[src/design/literal_stream_find_replace_core_defines.svh]
// ----------------------------------------------------------------------------
// literal_stream_find_replace_core assertion macros
// Shared concurrent assertion helpers, clocked on clk_i, off during reset.
// ----------------------------------------------------------------------------
`ifndef LITERAL_STREAM_FIND_REPLACE_CORE_DEFINES_SVH
`define LITERAL_STREAM_FIND_REPLACE_CORE_DEFINES_SVH

// Property must hold at every clock edge outside reset.
`define LSFR_ASSERT(label, prop, msg) \
  label: assert property (@(posedge clk_i) disable iff (!rst_ni) prop) \
    else $error(msg);

// Expression must never be true outside reset.
`define LSFR_NEVER(label, expr, msg) \
  `LSFR_ASSERT(label, !(expr), msg)

`endif

[src/design/lsfr_pkg.sv]
// ----------------------------------------------------------------------------
// lsfr_pkg
// Types and constants shared by the find/replace front, queue and back.
// ----------------------------------------------------------------------------
package lsfr_pkg;

  localparam int unsigned ByteW   = 8;
  localparam int unsigned WordW   = 64;   // pattern / replacement register
  localparam int unsigned LenW    = 4;    // length registers
  localparam int unsigned CntW    = 4;    // bytes per command, 0..8
  localparam int unsigned PosW    = 3;    // byte position inside a command
  localparam int unsigned TotalW  = 32;   // replacement counter
  localparam int unsigned CfgIdxW = 2;
  localparam int unsigned ReplMax = 8;

  localparam logic [CfgIdxW-1:0] CfgPattern    = 2'd0;
  localparam logic [CfgIdxW-1:0] CfgPatternLen = 2'd1;
  localparam logic [CfgIdxW-1:0] CfgRepl       = 2'd2;
  localparam logic [CfgIdxW-1:0] CfgReplLen    = 2'd3;

  // What the back end emits for one command
  typedef enum logic [1:0] {
    CMD_REPL,   // cnt bytes of the replacement string
    CMD_SEQ,    // cnt original bytes: pattern prefix, then the input byte at pos
    CMD_MARK    // bare end-of-stream marker
  } cmd_kind_e;

  typedef struct packed {
    cmd_kind_e         kind;
    logic [CntW-1:0]   cnt;
    logic [PosW-1:0]   pos;
    logic [ByteW-1:0]  data;
    logic              last;
    logic [TotalW-1:0] total;
  } cmd_t;

endpackage

[src/design/literal_stream_find_replace_core.sv]
// ----------------------------------------------------------------------------
// literal_stream_find_replace_core
// Path: the front issues each command into the queue, and the back end
//   registers its bytes into the output register that drives tvalid.
// Throughput: one input byte per cycle while the queue is not full; the
//   bytes an input releases are absorbed by a QUEUE_DEPTH-entry command queue.
// Reset: async active low; clears held prefix, count, queue and output valid.
// ----------------------------------------------------------------------------
module literal_stream_find_replace_core import lsfr_pkg::*; #(
  parameter int unsigned MAX_PATTERN = 8,
  parameter int unsigned QUEUE_DEPTH = 4
) (
  input  logic                     clk_i,
  input  logic                     rst_ni,
  // input stream
  input  logic                     s_axis_tvalid_i,
  output logic                     s_axis_tready_o,
  input  logic [7:0]               s_axis_tdata_i,  // [7:0] in_byte
  input  logic                     s_axis_tlast_i,  // is_last
  // output stream
  output logic                     m_axis_tvalid_o,
  input  logic                     m_axis_tready_i,
  output logic [39:0]              m_axis_tdata_o,  // [7:0] out_byte, [39:8] match_count
  output logic                     m_axis_tlast_o,  // run_last
  output logic [1:0]               m_axis_tuser_o,  // [0] has_byte, [1] stream_end
  // configuration writes
  input  logic                     cfg_valid_i,
  output logic                     cfg_ready_o,
  input  logic [CfgIdxW-1:0]       cfg_index_i,
  input  logic [WordW-1:0]         cfg_data_i
);

  // --------------------------------------------------------------------------
  // Configuration registers. Writes are always taken; a write to either
  // pattern register drops any partially matched prefix.
  // --------------------------------------------------------------------------
  logic [WordW-1:0] pat_q, rep_q;
  logic [LenW-1:0]  plen_q, rlen_q;
  logic             cfg_wr, pat_flush;

  assign cfg_ready_o = 1'b1;
  assign cfg_wr      = cfg_valid_i && cfg_ready_o;
  assign pat_flush   = cfg_wr && ((cfg_index_i == CfgPattern) ||
                                  (cfg_index_i == CfgPatternLen));

  always_ff @(posedge clk_i or negedge rst_ni) begin
    if (!rst_ni) begin
      pat_q  <= '0;
      plen_q <= LenW'(1);
      rep_q  <= '0;
      rlen_q <= '0;
    end else if (cfg_wr) begin
      case (cfg_index_i)
        CfgPattern:    pat_q  <= cfg_data_i;
        CfgPatternLen: plen_q <= cfg_data_i[LenW-1:0];
        CfgRepl:       rep_q  <= cfg_data_i;
        CfgReplLen:    rlen_q <= cfg_data_i[LenW-1:0];
        default:       ;
      endcase
    end
  end

  // Effective lengths: zero pattern length acts as one, oversize values clamp.
  logic [LenW-1:0] plen_eff;
  logic [CntW-1:0] rlen_eff;

  always_comb begin
    if (plen_q == '0)                       plen_eff = LenW'(1);
    else if (plen_q > LenW'(MAX_PATTERN))   plen_eff = LenW'(MAX_PATTERN);
    else                                    plen_eff = plen_q;
    rlen_eff = (rlen_q > LenW'(ReplMax)) ? CntW'(ReplMax) : CntW'(rlen_q);
  end

  // --------------------------------------------------------------------------
  // Front end: classifies each byte against the held prefix and issues one
  // command per input transaction that produces output.
  // --------------------------------------------------------------------------
  logic accept, push, full, pop, head_valid;
  cmd_t cmd, head;

  assign s_axis_tready_o = !full;
  assign accept          = s_axis_tvalid_i && s_axis_tready_o;

  lsfr_front #(
    .MAX_PATTERN (MAX_PATTERN)
  ) u_front (
    .clk_i     (clk_i),
    .rst_ni    (rst_ni),
    .accept_i  (accept),
    .byte_i    (s_axis_tdata_i),
    .last_i    (s_axis_tlast_i),
    .flush_i   (pat_flush),
    .pat_i     (pat_q),
    .pat_len_i (plen_eff),
    .rep_len_i (rlen_eff),
    .push_o    (push),
    .cmd_o     (cmd)
  );

  // Command queue decouples byte intake from multi-byte emission.
  lsfr_queue #(
    .DEPTH (QUEUE_DEPTH)
  ) u_queue (
    .clk_i        (clk_i),
    .rst_ni       (rst_ni),
    .push_i       (push),
    .push_data_i  (cmd),
    .full_o       (full),
    .pop_i        (pop),
    .head_o       (head),
    .head_valid_o (head_valid)
  );

  // --------------------------------------------------------------------------
  // Back end: walks each command one byte per cycle, while the output is not stalled, into the output register.
  // --------------------------------------------------------------------------
  logic [ByteW-1:0]  out_byte;
  logic              out_has, out_end;
  logic [TotalW-1:0] out_total;

  lsfr_back u_back (
    .clk_i        (clk_i),
    .rst_ni       (rst_ni),
    .head_i       (head),
    .head_valid_i (head_valid),
    .pop_o        (pop),
    .pat_i        (pat_q),
    .rep_i        (rep_q),
    .m_valid_o    (m_axis_tvalid_o),
    .m_ready_i    (m_axis_tready_i),
    .m_byte_o     (out_byte),
    .m_has_o      (out_has),
    .m_last_o     (m_axis_tlast_o),
    .m_end_o      (out_end),
    .m_total_o    (out_total)
  );

  assign m_axis_tdata_o = {out_total, out_byte};
  assign m_axis_tuser_o = {out_end, out_has};

endmodule

[src/design/lsfr_front.sv]
// ----------------------------------------------------------------------------
// lsfr_front
// Accepts stream bytes, tracks the held match prefix and issues commands.
// ----------------------------------------------------------------------------
module lsfr_front import lsfr_pkg::*; #(
  parameter int unsigned MAX_PATTERN = 8
) (
  input  logic              clk_i,
  input  logic              rst_ni,
  input  logic              accept_i,
  input  logic [ByteW-1:0]  byte_i,
  input  logic              last_i,
  input  logic              flush_i,     // pattern rewritten, drop held bytes
  input  logic [WordW-1:0]  pat_i,
  input  logic [LenW-1:0]   pat_len_i,   // effective, 1..MAX_PATTERN
  input  logic [CntW-1:0]   rep_len_i,   // effective, 0..8
  output logic              push_o,
  output cmd_t              cmd_o
);

  localparam int unsigned HCW = (MAX_PATTERN > 1) ? $clog2(MAX_PATTERN) : 1;

  // Held bytes always equal the first held_q pattern bytes, so only the count
  // is stored.
  logic [HCW-1:0]    held_q, held_d;
  logic [TotalW-1:0] total_q, total_d;

  logic [ByteW-1:0]       pbyte [MAX_PATTERN];
  logic [MAX_PATTERN:0]   ok;
  logic [CntW-1:0]        hx, shift, n;
  logic                   match;

  always_comb begin
    for (int k = 0; k < MAX_PATTERN; k++) begin
      pbyte[k] = pat_i[k*ByteW +: ByteW];
    end
  end

  // ok[s]: after dropping s leading bytes, the rest is still a pattern prefix
  always_comb begin
    hx = CntW'(held_q);
    for (int s = 0; s <= MAX_PATTERN; s++) begin
      ok[s] = (CntW'(s) <= hx + CntW'(1));
      for (int i = s; i < MAX_PATTERN; i++) begin
        if ((CntW'(i) < hx) && (pbyte[i] != pbyte[i-s])) ok[s] = 1'b0;
      end
      for (int t = 0; t < MAX_PATTERN; t++) begin
        if ((CntW'(t + s) == hx) && (byte_i != pbyte[t])) ok[s] = 1'b0;
      end
    end
    shift = CntW'(MAX_PATTERN);
    for (int s = MAX_PATTERN; s >= 0; s--) begin
      if (ok[s]) shift = CntW'(s);
    end
    match = ok[0] && (hx + CntW'(1) == pat_len_i);
  end

  always_comb begin
    held_d        = held_q;
    total_d       = total_q;
    push_o        = 1'b0;
    n             = '0;
    cmd_o.kind    = CMD_SEQ;
    cmd_o.pos     = PosW'(held_q);
    cmd_o.data    = byte_i;
    cmd_o.last    = last_i;
    if (match) begin
      n       = rep_len_i;
      held_d  = '0;
      if (total_q != '1) total_d = total_q + TotalW'(1);
      cmd_o.kind = CMD_REPL;
      if (n == '0 && last_i) begin
        n          = CntW'(1);
        cmd_o.kind = CMD_MARK;
      end
    end else begin
      n      = last_i ? hx + CntW'(1) : shift;
      held_d = last_i ? '0 : HCW'(hx + CntW'(1) - shift);
    end
    cmd_o.cnt   = n;
    cmd_o.total = total_d;
    push_o      = accept_i && (n != '0);
    if (!accept_i) begin
      held_d  = held_q;
      total_d = total_q;
    end
    if (flush_i) held_d = '0;
  end

  always_ff @(posedge clk_i or negedge rst_ni) begin
    if (!rst_ni) begin
      held_q  <= '0;
      total_q <= '0;
    end else begin
      held_q  <= held_d;
      total_q <= total_d;
    end
  end

endmodule

[src/design/lsfr_queue.sv]
// ----------------------------------------------------------------------------
// lsfr_queue
// Small command FIFO between the front and back ends.
// ----------------------------------------------------------------------------
module lsfr_queue import lsfr_pkg::*; #(
  parameter int unsigned DEPTH = 4
) (
  input  logic clk_i,
  input  logic rst_ni,
  input  logic push_i,
  input  cmd_t push_data_i,
  output logic full_o,
  input  logic pop_i,
  output cmd_t head_o,
  output logic head_valid_o
);

  localparam int unsigned PW = (DEPTH > 1) ? $clog2(DEPTH) : 1;
  localparam int unsigned CW = $clog2(DEPTH + 1);

  cmd_t          mem_q [DEPTH];
  logic [PW-1:0] wr_q, wr_d, rd_q, rd_d;
  logic [CW-1:0] count_q, count_d;

  assign full_o       = (count_q == CW'(DEPTH));
  assign head_valid_o = (count_q != '0);
  assign head_o       = mem_q[rd_q];

  always_comb begin
    wr_d    = wr_q;
    rd_d    = rd_q;
    count_d = count_q;
    if (push_i) wr_d = (wr_q == PW'(DEPTH - 1)) ? '0 : wr_q + PW'(1);
    if (pop_i)  rd_d = (rd_q == PW'(DEPTH - 1)) ? '0 : rd_q + PW'(1);
    if (push_i && !pop_i) count_d = count_q + CW'(1);
    if (pop_i && !push_i) count_d = count_q - CW'(1);
  end

  always_ff @(posedge clk_i or negedge rst_ni) begin
    if (!rst_ni) begin
      wr_q    <= '0;
      rd_q    <= '0;
      count_q <= '0;
    end else begin
      wr_q    <= wr_d;
      rd_q    <= rd_d;
      count_q <= count_d;
    end
  end

  always_ff @(posedge clk_i) begin
    if (push_i) mem_q[wr_q] <= push_data_i;
  end

endmodule

[src/design/lsfr_back.sv]
// ----------------------------------------------------------------------------
// lsfr_back
// Expands queued commands into output bytes, one per cycle while the output is not stalled, into a register.
// ----------------------------------------------------------------------------
module lsfr_back import lsfr_pkg::*; (
  input  logic              clk_i,
  input  logic              rst_ni,
  input  cmd_t              head_i,
  input  logic              head_valid_i,
  output logic              pop_o,
  input  logic [WordW-1:0]  pat_i,
  input  logic [WordW-1:0]  rep_i,
  output logic              m_valid_o,
  input  logic              m_ready_i,
  output logic [ByteW-1:0]  m_byte_o,
  output logic              m_has_o,
  output logic              m_last_o,
  output logic              m_end_o,
  output logic [TotalW-1:0] m_total_o
);

`include "literal_stream_find_replace_core_defines.svh"

  logic [PosW-1:0]   idx_q, idx_d;
  logic              m_valid_q, m_valid_d;
  logic [ByteW-1:0]  m_byte_q;
  logic              m_has_q, m_last_q, m_end_q;
  logic [TotalW-1:0] m_total_q;

  logic              load, item_last;
  logic [ByteW-1:0]  item_byte;

  assign load      = head_valid_i && (!m_valid_q || m_ready_i);
  assign item_last = (CntW'(idx_q) + CntW'(1) == head_i.cnt);
  assign pop_o     = load && item_last;

  always_comb begin
    case (head_i.kind)
      CMD_REPL: item_byte = rep_i[idx_q*ByteW +: ByteW];
      CMD_SEQ:  item_byte = (idx_q == head_i.pos) ? head_i.data
                                                  : pat_i[idx_q*ByteW +: ByteW];
      CMD_MARK: item_byte = '0;
      default:  item_byte = '0;
    endcase
  end

  always_comb begin
    idx_d     = idx_q;
    m_valid_d = m_valid_q;
    if (m_ready_i) m_valid_d = 1'b0;
    if (load) begin
      m_valid_d = 1'b1;
      idx_d     = item_last ? '0 : idx_q + PosW'(1);
    end
  end

  always_ff @(posedge clk_i or negedge rst_ni) begin
    if (!rst_ni) begin
      idx_q     <= '0;
      m_valid_q <= 1'b0;
    end else begin
      idx_q     <= idx_d;
      m_valid_q <= m_valid_d;
    end
  end

  always_ff @(posedge clk_i) begin
    if (load) begin
      m_byte_q  <= item_byte;
      m_has_q   <= (head_i.kind != CMD_MARK);
      m_last_q  <= item_last;
      m_end_q   <= item_last && head_i.last;
      m_total_q <= head_i.total;
    end
  end

  assign m_valid_o = m_valid_q;
  assign m_byte_o  = m_byte_q;
  assign m_has_o   = m_has_q;
  assign m_last_o  = m_last_q;
  assign m_end_o   = m_end_q;
  assign m_total_o = m_total_q;

  `LSFR_ASSERT(a_idx_in_range, head_valid_i |-> (CntW'(idx_q) < head_i.cnt), "index past command")
  `LSFR_NEVER(a_idx_orphan, (idx_q != '0) && !head_valid_i, "partial command lost")
  `LSFR_ASSERT(a_end_is_last, (m_valid_q && m_end_q) |-> m_last_q, "stream end without run last")

endmodule
[config.mk]
export PLATFORM = sky130hd
export DESIGN_NAME = literal_stream_find_replace_core
export DESIGN_NICKNAME = d
export VERILOG_FILES = /design/src/design/lsfr_pkg.sv /design/src/design/literal_stream_find_replace_core.sv /design/src/design/lsfr_front.sv /design/src/design/lsfr_queue.sv /design/src/design/lsfr_back.sv
export VERILOG_INCLUDE_DIRS = /design/src /design/src/design
export SDC_FILE = /design/constraint.sdc
export NUM_CORES = 1
export LEC_CHECK = 0
export BUFFER_PORTS_ARGS = -buffer_cell sky130_fd_sc_hd__buf_2
export CAP_MARGIN = 10
export CORE_MARGIN = 2
export CORE_UTILIZATION = 65
export CTS_CLUSTER_DIAMETER = 40
export DETAILED_ROUTE_END_ITERATION = 7
export PLACE_DENSITY = 0.84
export RECOVER_POWER = 100
export SYNTH_ARGS = -nofsm -noshare
export SYNTH_HDL_FRONTEND = slang
export SYNTH_HIERARCHICAL = 1
export SYNTH_SLANG_ARGS = --single-unit
[constraint.sdc]
create_clock -name clk_i -period 8 [get_ports clk_i]
set_clock_uncertainty 0.15 [all_clocks]
set_input_delay 1.6 -clock clk_i [delete_from_list [all_inputs] [get_ports clk_i]]
set_output_delay 1.6 -clock clk_i [all_outputs]
set_load 0.01 [all_outputs]
==> reports/summary.txt <==
Outcome - finished, violations left
Failing checks - max-capacitance violations, max-slew violations
Period utilisation layout - 84.2%
Worst r2r src - u_queue/rd_q[0]$_DFFE_PN0P_
Cells after synthesis - 1508
Crit start category - input port
Largest net degree at the start of global routing - 107
PortBufs - 124
Die width - 188 microns
Crit path max fanout - 27
Number of hold buffers added after CTS - 0
Die Footprint - 0.0353 sq mm
Syn_nets - 1605
GR Overflow Total - 0
Drt drc - 0
Share of layout cells above drive strength 1 - 18.2%
Pre-CTS WS - 1.41 ns
VDD IR-drop max - 0.491 mV
Pleak - 8.91 nW
Via density - 6.56
Vias in the first global route - 13900
Slew margin rel. - -175%
# resized after CTS - 0
Final Net Count - 1668
RSZ-0062 raised after global routing - no
YS warnings - 6
Synth cell types - 75
Worst path arrival time - 6.83 ns
Worst slew pin tran - 4.12 ns
Placer Congestion - 0.926
Post-synthesis async set-or-reset flop share - 42.8%
Worst Setup End Kind - register
Area leader, netlist - edfxtp_1
GRT Util Overall - 33.6%
1st-pass router iterations - 5
Setup violators final - 0
Clk Latency, worst-skew pair - 0.61 ns
Class of the worst hold path - register to register
Top post-synthesis cells by area - edfxtp_1, dfrtp_1, mux2_4
Worst-path clk slew - 0.06 ns
Initial Util - 65.8%
Initial antenna violation count - 1
First-pass GRT wire length - 87900 microns
Final WL - 57700 microns
Min-Delay Startpoint - u_queue/count_q[2]$_DFFE_PN0P_
Routed len/inst - 28.0 microns
Via count - 13500
Setup TNS - 0 ns
CTS tree - yes
Yosys reg bits - 425
Clock Tree Buf Depth - 3
Crit Path Class - input port to register
PwrDens - 348 mW/mm^2
R2R setup slack - 2.06 ns
Crit path time final - 6.74 ns
Hold Path Sink - u_queue/count_q[2]$_DFFE_PN0P_
Final non-filler cell total - 2061
Starting DRT DRC Count - 1535
Total Power - 8.22 mW
Setup Buffers After CTS - 0
Cell area after synthesis - 0.0220 sq mm
H-Tree Depth - 2
Area Overhead vs Synth - 7.35%
FP Rows - 67
Final worst setup slack - 1.26 ns
Crit Reg-Reg Endpoint - u_queue/count_q[1]$_DFFE_PN0P_
Hold Crit Depth - 1
Top_reg_cell synth - edfxtp_1
CTS Root Cell - clkbuf_16
Synth top area share - 33.2%
Die height - 188 microns
FMAX - 148 MHz
Number of flops mapped to enable cells by yosys - 243
Antenna viol nets, final - 0
Pins Over Slew Limit - 304
Register area share after synthesis - 53.9%
Worst reg2reg path depth - 7
Cts bufs inserted - 50
Inst Count DP - 1967
Ports - 126
Endpoints failing hold - 0
DP Wirelength - 37400 microns
Worst endpoint required time - 8.09 ns
Max_cap viols - 7
TritonCTS Sinks - 425
Synth Area per Inst - 14.6 sq um
Core area - 0.0334 sq mm
through the flow:
step                util [%]  hold slack, ns  cell area, sq um
finish                  70.6           0.333             23600
global route            70.6           0.354             23600
CTS                     72.3           0.335             24200
detailed placement      67.2           0.324             22500
global placement        67.2           0.316             22500
floorplan                  -           0.297             22000
worst max-delay path, stage by stage:
cell	delay (ns)
clkbuf_1	0.64
xor2_1	0.14
nor4_1	0.80
nand2_1	0.23
a221o_1	0.35
a2111oi_0	0.81
a21oi_1	0.06
o21ai_0	0.26
nand2_1	0.10
a41oi_1	0.48
and2_2	0.79
clkbuf_1	0.53
placed cells by master (no fill, tap or decap), types with 11 or more instances in the layout:
cell	n
xnor2_1	127
a21oi_1	20
mux2_2	27
buf_4	14
nand4_1	28
inv_1	16
edfxtp_1	243
o21ai_0	15
nand3_1	28
dfrtp_1	178
nor3_1	12
nor4_1	40
a211oi_1	11
and3_1	12
clkbuf_16	53
xor2_1	181
buf_2	67
mux4_2	73
mux2_1	111
ha_1	15
nor2_1	39
nand2_1	63
clkbuf_1	69
metal layers:
metal	routed length, microns	vias up	global-route usage (%)	part of all wire (%)
met3	5290	167	6.33	9.2
met1	23000	6895	47.1	40
met4	2450	0	15.6	4.2
li1	-	5656	-	-
met2	26900	805	51.5	47
met5	0	-	0	0
kinds of logic after synthesis:
family	Yosys count	share of synthesized area [%]
AOI/OAI and AO/OA	97	3.05
DFF	425	53.9
other	1	0.0170
buffers and inverters	149	4.25
xor gates and xnor gates	308	12.3
muxes	240	18.6
adders and majority gates	17	1.03
and+or+nand+nor	271	6.90
Yosys cell counts (14+ instances only):
| cell | n |
|---|---|
| edfxtp_1 | 243 |
| dfrtp_1 | 181 |
| xor2_1 | 181 |
| xnor2_1 | 127 |
| mux2_4 | 120 |
| mux4_2 | 73 |
| nand2_1 | 62 |
| clkbuf_1 | 57 |
| nor2_1 | 39 |
| nor4_1 | 39 |
| buf_2 | 33 |
| mux2_2 | 28 |
| nand4_1 | 28 |
| nand3_1 | 27 |
| a21oi_1 | 20 |
| inv_1 | 16 |
| buf_4 | 15 |
| ha_1 | 15 |
| o21ai_0 | 14 |
power breakdown:
part	switching (mW)	leakage, nW	internal (mW)	total [mW]
registers	0.575	4.46	2.91	3.48
clock network	0.947	0.826	1.35	2.30
logic	1.30	3.62	1.14	2.44
total	2.82	8.91	5.39	8.22
cell type report:
type | instances | area, sq um
Sequential cell | 425 | 11900
Fill cell | 2189 | 9830
Multi-Input combinational cell | 934 | 8750
Clock buffer | 66 | 1440
Timing Repair Buffer | 144 | 687
Tap cell | 448 | 561
Clock inverter | 27 | 265
Inverter | 16 | 60.1
Antenna cell | 1 | 2.50
state kept, by name, summed over array words and instances (netlist names), 2 cells and up:
signal / count
u_queue/mem_q: 200
pat_q: 64
rep_q: 64
u_back/m_total_o: 32
u_front/total_q: 32
u_back/m_byte_o: 8
plen_q: 4
rlen_q: 4
u_back/idx_q: 3
u_front/held_q: 3
u_queue/count_q: 3
u_queue/rd_q: 2
u_queue/wr_q: 2
how the worst max path moves through the flow:
stage | to | depth (start not counted) | from
after floorplan | u_queue/mem_q[0][0]$_DFFE_PP_ | 11 | s_axis_tdata_i[3]
after global placement | u_queue/mem_q[1][9]$_DFFE_PP_ | 12 | s_axis_tdata_i[5]
after detailed placement | u_queue/mem_q[1][5]$_DFFE_PP_ | 12 | s_axis_tdata_i[5]
after CTS | u_queue/mem_q[1][9]$_DFFE_PP_ | 12 | s_axis_tdata_i[5]
after global routing | u_queue/mem_q[1][23]$_DFFE_PP_ | 12 | s_axis_tdata_i[5]
final | u_queue/mem_q[1][22]$_DFFE_PP_ | 12 | s_axis_tdata_i[5]
Power figures use the tool's default switching activity.
